$ cat src/wca_pkg.sv
// shared types and constants of the weighted centroid accumulator
// command codes, payload structs and controller/datapath interface structs
// no dependencies
package wca_pkg;

   // sizes
   localparam int MAX_DIMS = 64;
   localparam int DIM_W    = $clog2(MAX_DIMS);
   localparam int DIMS_W   = 7;
   localparam int VAL_W    = 32;
   localparam int WGT_W    = 16;
   localparam int SUM_W    = 64;
   localparam int TOT_W    = 32;
   localparam int PROD_W   = VAL_W + WGT_W;
   localparam int STEP_W   = $clog2(SUM_W);
   localparam int CMD_W    = 3;
   localparam int ADDR_W   = 3;
   localparam int DATA_W   = 32;

   // command codes
   localparam logic [CMD_W-1:0] CMD_CLEAR    = 3'd0;
   localparam logic [CMD_W-1:0] CMD_VOTE     = 3'd1;
   localparam logic [CMD_W-1:0] CMD_FINALIZE = 3'd2;
   localparam logic [CMD_W-1:0] CMD_LOAD     = 3'd3;
   localparam logic [CMD_W-1:0] CMD_READ     = 3'd4;

   // register map, index taken from the word address bit
   localparam logic REG_DIMS_IN_USE = 1'b0;
   localparam logic [DIMS_W-1:0] DIMS_RESET = 7'd64;

   // input item
   typedef struct packed {
      logic [CMD_W-1:0]        command;
      logic [DIM_W-1:0]        dim_index;
      logic signed [VAL_W-1:0] value;
      logic                    value_missing;
      logic [WGT_W-1:0]        weight;
   } req_type;

   // result item
   typedef struct packed {
      logic signed [VAL_W-1:0] center_value;
      logic                    center_missing;
      logic [DIM_W-1:0]        out_dim;
   } rsp_type;

   // controller to datapath
   typedef struct packed {
      logic capture;
      logic clear_valid;
      logic acc_write;
      logic div_load;
      logic div_step;
      logic fin_write;
      logic load_write;
      logic emit_read;
   } ctrl_cmd_type;

   // datapath to controller
   typedef struct packed {
      logic tot_zero;
   } ctrl_status_type;

endpackage

$ cat src/wca_ctrl.sv
// controller of the weighted centroid accumulator: command sequencing,
// divider step count and datapath commands
// depends on wca_pkg
module wca_ctrl (
   input  logic                        clock,
   input  logic                        reset,
   input  logic                        start,
   input  wca_pkg::req_type            req_data,
   input  wca_pkg::ctrl_status_type    status,
   output logic                        busy,
   output wca_pkg::ctrl_cmd_type       cmd
);

   typedef enum logic [3:0] {
      ST_IDLE,
      ST_CLEAR,
      ST_LOAD,
      ST_FETCH,
      ST_ACC,
      ST_DIV_INIT,
      ST_DIV,
      ST_FIN,
      ST_EMIT
   } state_type;

   state_type                   state_ff, state_in;
   logic [wca_pkg::CMD_W-1:0]   op_ff, op_in;
   logic [wca_pkg::STEP_W-1:0]  cnt_ff, cnt_in;
   logic                        accept;

   assign accept = start && (state_ff == ST_IDLE);

   // next state
   always_comb begin
      state_in = state_ff;
      op_in    = op_ff;
      cnt_in   = cnt_ff;
      unique case (state_ff)
         ST_IDLE: begin
            if (start) begin
               op_in = req_data.command;
               unique case (req_data.command)
                  wca_pkg::CMD_CLEAR:    state_in = ST_CLEAR;
                  wca_pkg::CMD_VOTE:     state_in = req_data.value_missing ? ST_IDLE : ST_FETCH;
                  wca_pkg::CMD_FINALIZE: state_in = ST_FETCH;
                  wca_pkg::CMD_READ:     state_in = ST_FETCH;
                  wca_pkg::CMD_LOAD:     state_in = ST_LOAD;
                  default:               state_in = ST_IDLE;
               endcase
            end
         end
         ST_FETCH: begin
            unique case (op_ff)
               wca_pkg::CMD_VOTE:     state_in = ST_ACC;
               wca_pkg::CMD_FINALIZE: state_in = ST_DIV_INIT;
               default:               state_in = ST_EMIT;
            endcase
         end
         ST_DIV_INIT: begin
            cnt_in   = '0;
            state_in = status.tot_zero ? ST_FIN : ST_DIV;
         end
         ST_DIV: begin
            cnt_in = cnt_ff + 1'b1;
            if (cnt_ff == '1) begin
               state_in = ST_FIN;
            end
         end
         ST_CLEAR, ST_LOAD, ST_ACC, ST_FIN, ST_EMIT: begin
            state_in = ST_IDLE;
         end
         default: begin
            state_in = ST_IDLE;
         end
      endcase
   end

   // state and registers
   always_ff @(posedge clock) begin
      if (reset) begin
         state_ff <= ST_IDLE;
         op_ff    <= wca_pkg::CMD_CLEAR;
         cnt_ff   <= '0;
      end else begin
         state_ff <= state_in;
         op_ff    <= op_in;
         cnt_ff   <= cnt_in;
      end
   end

   // datapath commands
   always_comb begin
      cmd.capture     = accept;
      cmd.clear_valid = (state_ff == ST_CLEAR);
      cmd.acc_write   = (state_ff == ST_ACC);
      cmd.div_load    = (state_ff == ST_DIV_INIT);
      cmd.div_step    = (state_ff == ST_DIV);
      cmd.fin_write   = (state_ff == ST_FIN);
      cmd.load_write  = (state_ff == ST_LOAD);
      cmd.emit_read   = (state_ff == ST_EMIT);
   end

   assign busy = (state_ff != ST_IDLE);

endmodule

$ cat config.mk
export PLATFORM = sky130hd
export DESIGN_NAME = wca_ctrl
export DESIGN_NICKNAME = d
export VERILOG_FILES = /design/src/wca_pkg.sv /design/src/wca_ctrl.sv
export SDC_FILE = /design/constraint.sdc
export NUM_CORES = 1
export LEC_CHECK = 0
export BUFFER_PORTS_ARGS = -buffer_cell sky130_fd_sc_hd__buf_2
export CORE_UTILIZATION = 37
export DETAILED_ROUTE_END_ITERATION = 6
export PLACE_DENSITY = 0.85
export SKIP_CTS_REPAIR_TIMING = 1
export SYNTH_ARGS = -nofsm -noshare
export SYNTH_HDL_FRONTEND = slang
export SYNTH_SLANG_ARGS = --single-unit
$ cat constraint.sdc
create_clock -name clock -period 1.8 [get_ports clock]
set_input_delay 0.27 -clock clock [delete_from_list [all_inputs] [get_ports clock]]
set_output_delay 0.27 -clock clock [all_outputs]
set_load 0.02 [all_outputs]
==> flow_summary.yaml, run 1 <==
setup_path:
  crit_cells: 3
  slowest_delay_ns: 0.53
  r2r.worst_path.cells: 4
  worstSetupStartpointType: "flip-flop"
  cp_max_fo: 9
  endpoint_kind: "primary output"
  slowest_stage: "dfxtp_1"
  cp_num_buf_inv: 2
  worstPathRequired_ns: 1.53
  crit_chain: "nand4bb_4, clkinv_2, buf_2"
  path_delay_family: "flip-flops"
  crit_type: "flip-flop to primary output"
  worst-endpoint-arrival_ns: 1.44
finish:
  postLayoutCoreUtil_pct: 45.2
  drive_above_1_share_pct: 29.1
  syn_to_final_growth_pct: 12.6
  nNetsFinal: 174
  diodes: 0
  fill_cells: 208
clock_network:
  cts_htree_levels: 1
  cts_buffers: 3
  worstSkewPairLatency_ns: 0.27
  cts_tree: "done"
  max-clock-path-buffers: 2
  root_buffer: "clkbuf_4"
  numClockSinks: 13
  clkTransAtPathRegs_ns: 0.08
power:
  vdd_drop_max_v: 0.000345
  internal_power_mw: 0.430
  power.density_nw_per_um2: 658
  pwr-share-comb_pct: 17.6
  p_seq_share_pct: 52.5
  leakage_nw: 0.371
  switching_power_mw: 0.172
  clock_power_share_pct: 29.9
  swShare_pct: 28.6
grt:
  grt_antenna_before_repair: 0
  grt_max_degree: 13
  grt_pass1_vias: 620
  grt-ovfl-total: 0
  grt_use_total_pct: 14.2
  grt_pass1_wl_um: 2650
sta:
  slew_viol_final: 0
  hold_viol_final: 0
  tightest_slew_ns: 0.342
  maxSlewHeadroom_pct: 77.2
  layout_setup_ws_ns: 0.0910
  setup_viol: 0
  fmax_mhz: 585
  layout_min_cycle_time_ns: 1.71
  setup_tns_ns: 0
  min_period_over_period_pct: 94.9
  fin_worst_skew_ns: 0.00171
  rsz0062_at_grt: "no"
logic_synthesis:
  netlist_area_um2: 812
  yosys_most_used_dff: "dfxtp_1"
  yosysTopAreaCellShare_pct: 32.0
  synthArstFlopShare_pct: 0
  yosys-top-cells-count: "dfxtp_1 (13), a21oi_1 (10), nor2_1 (10), nand2_1 (7), nand3_1 (5)"
  synthDistinctLibCells: 40
  ys_seq_area_share_pct: 32.0
  synth_cells: 95
  syn_avg_cell_area_um2: 8.55
  synth-edff-count: 0
  synth_top_area_cell: "dfxtp_1"
  synthTopCellsByArea: "dfxtp_1 (32%), a21oi_1 (6.2%), nor2_1 (4.6%)"
  synth_seq_cells: 13
  syn_nets: 158
  ys_warn_count: 0
  synth_most_common_cell: "dfxtp_1"
detailed_routing:
  wl_um: 1530
  drtIter0Drc: 34
  avgViaCountPerCell: 5.24
  ant_nets: 0
  drc: 0
  firstDrtPassIters: 4
  wl_per_cell_um: 11.2
  vias: 718
floorplanning:
  die_y_um: 48.8
  dieArea_um2: 2390
  start_util_pct: 40.2
  io_pins: 71
  die_x_um: 48.8
  num_rows: 16
  core_area_um2: 2020
place:
  portBuffers: 16
  dp_hpwl_um: 1110
  routabilityCongestion: 0.722
  dp_slack_ns: 0.281
min_path:
  worstHoldPathType: "input port to flip-flop"
  hold_depth: 2
outcome:
  outcome: "completed"
run:
  drv_cap: 0
final cells by class:
| cell class | count | area, µm² | area share (%) |
|---|---|---|---|
| Tap cell | 27 | 33.8 | 3.69 |
| Sequential cell | 13 | 264 | 28.9 |
| Inverter | 5 | 20.0 | 2.19 |
| Multi-Input combinational cell | 71 | 483 | 52.8 |
| Clock buffer | 4 | 26.3 | 2.87 |
| Timing Repair Buffer | 17 | 87.6 | 9.58 |
logic make-up (layout without fill, tap and decap cells):
kind of cell | after synthesis | count (layout) | share of synthesized area (%)
buffers and inverters | 11 | 26 | 8.47
AND/OR/NAND/NOR | 46 | 46 | 38.5
multiplexers | 1 | 1 | 1.23
XOR/XNOR | 2 | 2 | 2.16
adder cells (fa/ha/maj) | 1 | 1 | 1.54
flip-flops | 13 | 13 | 32.0
AO/OA/AOI/OAI | 21 | 21 | 16.0
metrics by stage:
stage                     total power [mW]  area, µm²  hold WS, ns  std cells
final                                0.602        915        0.278        137
after global routing                 0.632        915        0.284        137
after CTS                            0.608        911        0.268        137
after detailed placement             0.428        885        0.462        133
after global placement               0.425        885        0.463        133
after floorplan                      0.400        812        0.417         95
flip-flops by register name (all words and copies together) (netlist names):
register,cells
cnt_ff,6
state_ff,4
op_ff,3
power groups by stage:
stage	registers, mW	logic (mW)	clock network [mW]
CTS	0.315	0.106	0.186
global placement	0.321	0.104	0
finish	0.316	0.106	0.180
global route	0.319	0.116	0.197
detailed placement	0.322	0.106	0
floorplan	0.312	0.0882	0
layout by cell type, fill, tap and decap left out, types with 3 or more instances in the layout:
cell / n
a21oi_1: 10
buf_2: 16
clkbuf_4: 3
dfxtp_1: 10
dfxtp_2: 3
inv_1: 3
nand2_1: 7
nand2b_1: 3
nand3_1: 5
nand3b_1: 3
nor2_1: 10
nor3_1: 4
o21ai_1: 3
routing by layer:
metal / global-route usage (%) / vias up / share of wire [%]
met5: 0 / - / 0
met4: 7.35 / 0 / 0
met3: 3.43 / 0 / 5.4
met2: 19.7 / 22 / 42
met1: 20.0 / 327 / 52
li1: - / 369 / -
final timing paths:
check                                  from     endpoint  slack (ns)
worst max-delay path            state_ff[3]       cmd[3]        0.09
worst max register to register  state_ff[3]  state_ff[3]        0.34
worst min register to register     op_ff[2]     op_ff[2]        0.48
worst min-delay path                  reset     op_ff[2]        0.28
Power figures use the tool's default switching activity.
==> run 2: changes to the inputs <==
--- a/config.mk
+++ b/config.mk
@@ -8,7 +8,7 @@
 export BUFFER_PORTS_ARGS = -buffer_cell sky130_fd_sc_hd__buf_2
 export CORE_UTILIZATION = 37
 export DETAILED_ROUTE_END_ITERATION = 6
-export PLACE_DENSITY = 0.85
+export PLACE_DENSITY = 0.79
 export SKIP_CTS_REPAIR_TIMING = 1
 export SYNTH_ARGS = -nofsm -noshare
 export SYNTH_HDL_FRONTEND = slang
==> run 2 against run 1 <==
Against the previous run: worst setup slack worse by 0.0028 ns; cell area up 0.41%; core utilization up 0.19 points; power up 0.93%; clock-buffer cell count down 1; maximum frequency down 0.17%; flip-flop and latch count unchanged; clock power up 2%; global-route usage up 0.74 points.
==> flow_summary.yaml, run 2 (same netlist as run 1, synthesis figures left out) <==
detailed_routing:
  vias: 722
  drtIter0Drc: 15
  drc: 0
  avgViaCountPerCell: 5.27
  ant_nets: 0
  wl_um: 1610
  firstDrtPassIters: 4
  wl_per_cell_um: 11.8
place:
  dp_slack_ns: 0.288
  placed_cells: 133
  routabilityCongestion: 0.762
  dp_hpwl_um: 1160
  dpl-instance-area_um2: 885
  portBuffers: 16
setup_path:
  worst-endpoint-arrival_ns: 1.44
  worstSetupStartpoint: "state_ff[2]"
  reg2reg_from: "state_ff[2]"
  cp_max_fo: 12
  worstSetupStartpointType: "flip-flop"
  worstPathRequired_ns: 1.53
  endpoint_kind: "primary output"
  crit_type: "flip-flop to primary output"
power:
  swShare_pct: 29.7
  pwr-share-comb_pct: 17.7
  leakage_nw: 0.374
  p_seq_share_pct: 52.1
  power_mw: 0.607
  vdd_drop_max_v: 0.000242
  switching_power_mw: 0.180
  clock_power_share_pct: 30.2
  internal_power_mw: 0.427
  power.density_nw_per_um2: 661
finish:
  fill_cells: 197
  layout_commonest_cell: "buf_2"
  stdcell_count: 137
  largest_reg_flops: 6
  nNetsFinal: 174
  syn_to_final_growth_pct: 13.1
  drive_above_1_share_pct: 30.9
  final_cell_mix: "buf_2 (16), nor2_1 (10), a21oi_1 (10), dfxtp_1 (10), nand2_1 (6)"
  largestRegisters: "cnt_ff (6), state_ff (4), op_ff (3)"
  multiInputGateArea_um2: 485
  max_flop_register: "cnt_ff"
  postLayoutCoreUtil_pct: 45.4
  fin_area_um2: 918
  ff_latch_area_um2: 264
  diodes: 0
clock_network:
  worstSkewPairLatency_ns: 0.28
  max-clock-path-buffers: 2
  cts_htree_levels: 1
  cts_buffers: 3
  numClockSinks: 13
  clkTransAtPathRegs_ns: 0.09
  root_buffer: "clkbuf_4"
  cts_tree: "done"
floorplanning:
  dieArea_um2: 2390
  die_x_um: 48.8
  die_y_um: 48.8
  num_rows: 16
  io_pins: 71
  core_area_um2: 2020
  start_util_pct: 40.2
sta:
  slew_viol_final: 0
  layout_min_cycle_time_ns: 1.71
  fin_worst_skew_ns: 0.00647
  layout_setup_ws_ns: 0.0882
  setup_tns_ns: 0
  min_period_over_period_pct: 95.1
  fmax_mhz: 584
  tightest_slew_ns: 0.322
  maxSlewHeadroom_pct: 78.5
  holdWs_ns: 0.274
  rsz0062_at_grt: "no"
  hold_viol_final: 0
  setup_viol: 0
run:
  drv_cap: 0
grt:
  grt_use_total_pct: 14.9
  grt_pass1_vias: 613
  grt_pass1_wl_um: 2700
  grt_max_degree: 13
  grt_antenna_before_repair: 0
  grt-ovfl-total: 0
outcome:
  outcome: "completed"
min_path:
  min_from: "reset"
  worstHoldPathType: "input port to flip-flop"
-- run 2: power groups by stage --
stage | Combinational (mW) | Sequential (mW) | Clock (mW)
after floorplan | 0.0882 | 0.312 | 0
after global placement | 0.104 | 0.321 | 0
after detailed placement | 0.105 | 0.322 | 0
after CTS | 0.106 | 0.315 | 0.190
after global routing | 0.118 | 0.319 | 0.207
final | 0.107 | 0.316 | 0.184
-- run 2: final timing paths --
kind | endpoint | slack, ns | depth (start not counted)
max | busy | 0.09 | 4
max reg2reg | state_ff[0] | 0.32 | 6
min | cnt_ff[3] | 0.27 | 2
min reg2reg | op_ff[2] | 0.49 | 2
-- run 2: layer usage --
layer | global-route usage (%) | vias up | wire (µm)
met5 | 0 | - | 0
met4 | 11.8 | 0 | 27
met3 | 2.18 | 2 | 46
met2 | 21.5 | 17 | 711
met1 | 19.7 | 331 | 827
li1 | - | 372 | -
-- run 2: worst max-delay path, cell delays in order (launching register included) --
cell     delay [ns]
dfxtp_2        0.41
nor4_4         0.36
buf_4          0.19
inv_2          0.04
buf_2          0.15
-- run 2: cell type report --
| class | instances | area share [%] |
|---|---|---|
| clock inverter | 1 | 0.545 |
| inverter | 5 | 2.18 |
| sequential | 13 | 28.7 |
| tap | 27 | 3.68 |
| clock buffer | 3 | 2.45 |
| timing repair buffer | 17 | 9.54 |
| multi-input combinational | 71 | 52.9 |
==> run 3: changes to the inputs <==
--- a/config.mk
+++ b/config.mk
@@ -8,7 +8,7 @@
 export BUFFER_PORTS_ARGS = -buffer_cell sky130_fd_sc_hd__buf_2
 export CORE_UTILIZATION = 37
 export DETAILED_ROUTE_END_ITERATION = 6
-export PLACE_DENSITY = 0.79
+export PLACE_DENSITY_LB_ADDON = 0.12
 export SKIP_CTS_REPAIR_TIMING = 1
 export SYNTH_ARGS = -nofsm -noshare
 export SYNTH_HDL_FRONTEND = slang
==> run 3 against run 2 <==
Against the previous run: combinational power rose by 13%; die area did not move; routed wire length increased by 0.50%; sequential share of layout area is 0.99 points lower; largest cell class unchanged; critical endpoint is now cmd[3]; critical path depth shrank 1; power down 0.12%.
==> flow_summary.yaml, run 3 (same netlist as run 1, synthesis figures left out) <==
sta:
  fmax_mhz: 587
  fin_worst_skew_ns: 0.00138
  maxSlewHeadroom_pct: 76.8
  setup_viol: 0
  tightest_slew_ns: 0.347
  min_period_over_period_pct: 94.7
  hold_viol_final: 0
  slew_viol_final: 0
  layout_min_cycle_time_ns: 1.70
setup_path:
  path_delay_family: "flip-flops"
  crit_chain: "nand4bb_4, clkinv_2, buf_2"
  reg2reg_from: "state_ff[3]"
  worstPathRequired_ns: 1.53
  crit_type: "flip-flop to primary output"
  cp_max_fo: 9
  worstSetupStartpoint: "state_ff[3]"
  worst-endpoint-arrival_ns: 1.43
  slowest_stage: "dfxtp_1"
  slowest_delay_ns: 0.53
  r2r_setup_slack_ns: 0.34
  worstSetupStartpointType: "flip-flop"
  endpoint_kind: "primary output"
  cp_num_buf_inv: 2
floorplanning:
  start_util_pct: 40.2
  io_pins: 71
  dieArea_um2: 2390
  die_y_um: 48.8
  num_rows: 16
  core_area_um2: 2020
  die_x_um: 48.8
grt:
  grt_max_degree: 13
  grt_use_total_pct: 15.8
  grt_pass1_wl_um: 2950
  grt_pass1_vias: 676
  grt_antenna_before_repair: 0
  grt-ovfl-total: 0
finish:
  postLayoutCoreUtil_pct: 46.6
  syn_to_final_growth_pct: 16.0
  largest_reg_flops: 6
  max_flop_register: "cnt_ff"
  drive_above_1_share_pct: 29.8
  diodes: 0
  layout_commonest_cell: "buf_2"
  nNetsFinal: 178
  largestRegisters: "cnt_ff (6), state_ff (4), op_ff (3)"
  fill_cells: 212
  final_cell_mix: "buf_2 (16), dfxtp_1 (12), nor2_1 (10), a21oi_1 (10), nand2_1 (7)"
clock_network:
  cts_tree: "done"
  root_buffer: "clkbuf_4"
  max-clock-path-buffers: 2
  cts_htree_levels: 1
  numClockSinks: 13
  clkTransAtPathRegs_ns: 0.07
  cts_buffers: 3
  worstSkewPairLatency_ns: 0.27
outcome:
  outcome: "completed"
place:
  portBuffers: 16
  dp_hpwl_um: 1210
  routabilityCongestion: 0.719
detailed_routing:
  avgViaCountPerCell: 4.97
  wl_um: 1620
  firstDrtPassIters: 4
  drtIter0Drc: 9
  vias: 701
  wl_per_cell_um: 11.5
  drc: 0
  ant_nets: 0
power:
  vdd_drop_max_v: 0.000629
  leakage_nw: 0.390
  power_mw: 0.607
  power.density_nw_per_um2: 644
run:
  drv_cap: 0
min_path:
  worstHoldPathType: "input port to flip-flop"
  min_from: "reset"
==> run 3: changes by cell type in the layout (fill, tap and decap cells not counted), sizes merged <==
| cell | before | now |
|---|---|---|
| clkinv | 2 | 1 |
| clkbuf | 3 | 4 |
| buf | 17 | 21 |
==> run 3: layer usage <==
metal  part of all wire [%]  global-route usage [%]  routed length [µm]
met5                      0                       0                   0
met4                    1.1                    2.94                  18
met3                    4.1                    4.98                  66
met2                     48                    26.9                 786
met1                     46                    19.5                 749
==> run 3: path summary, 6_finish.rpt <==
check                              endpoint  depth (start not counted)
worst min-delay path               op_ff[0]                          2
worst max-delay path                 cmd[3]                          3
worst min register to register     op_ff[2]                          2
worst max register to register  state_ff[3]                          4
==> run 3: worst register-to-register path, cell delays in order (launching register included) <==
cell,delay [ns]
dfxtp_1,0.53
nand4bb_4,0.27
clkinv_2,0.17
a21o_1,0.22
nor4_2,0.19
==> run 3: final cells by class <==
class                      count  area (µm²)  area share (%)
clock buffer                   4        26.3            2.79
inverter                       5        20.0            2.12
sequential                    13         262            27.8
timing repair buffer          21         118            12.5
multi-input combinational     71         483            51.3
tap                           27        33.8            3.59
==> run 3: stage by stage <==
stage          instance area (µm²)    TNS (ns)  setup WS [ns]  hold slack, ns  std cells
2_1_floorplan                  812           0          0.206           0.417         95
6_report                       942           0         0.0955           0.293        141
3_3_place_gp                   900           0          0.286           0.469        135
5_1_grt                        942  -0.0000495     -0.0000495           0.310        141
3_5_place_dp                   900           0          0.263           0.475        135
4_1_cts                        926     -0.0124       -0.00711           0.287        139
==> run 3: power breakdown <==
group	leakage [nW]	switching (mW)	internal [mW]	total [mW]
sequential	0.106	0.0162	0.297	0.313
clock	0.0150	0.0864	0.0857	0.172
combinational	0.269	0.0646	0.0569	0.121
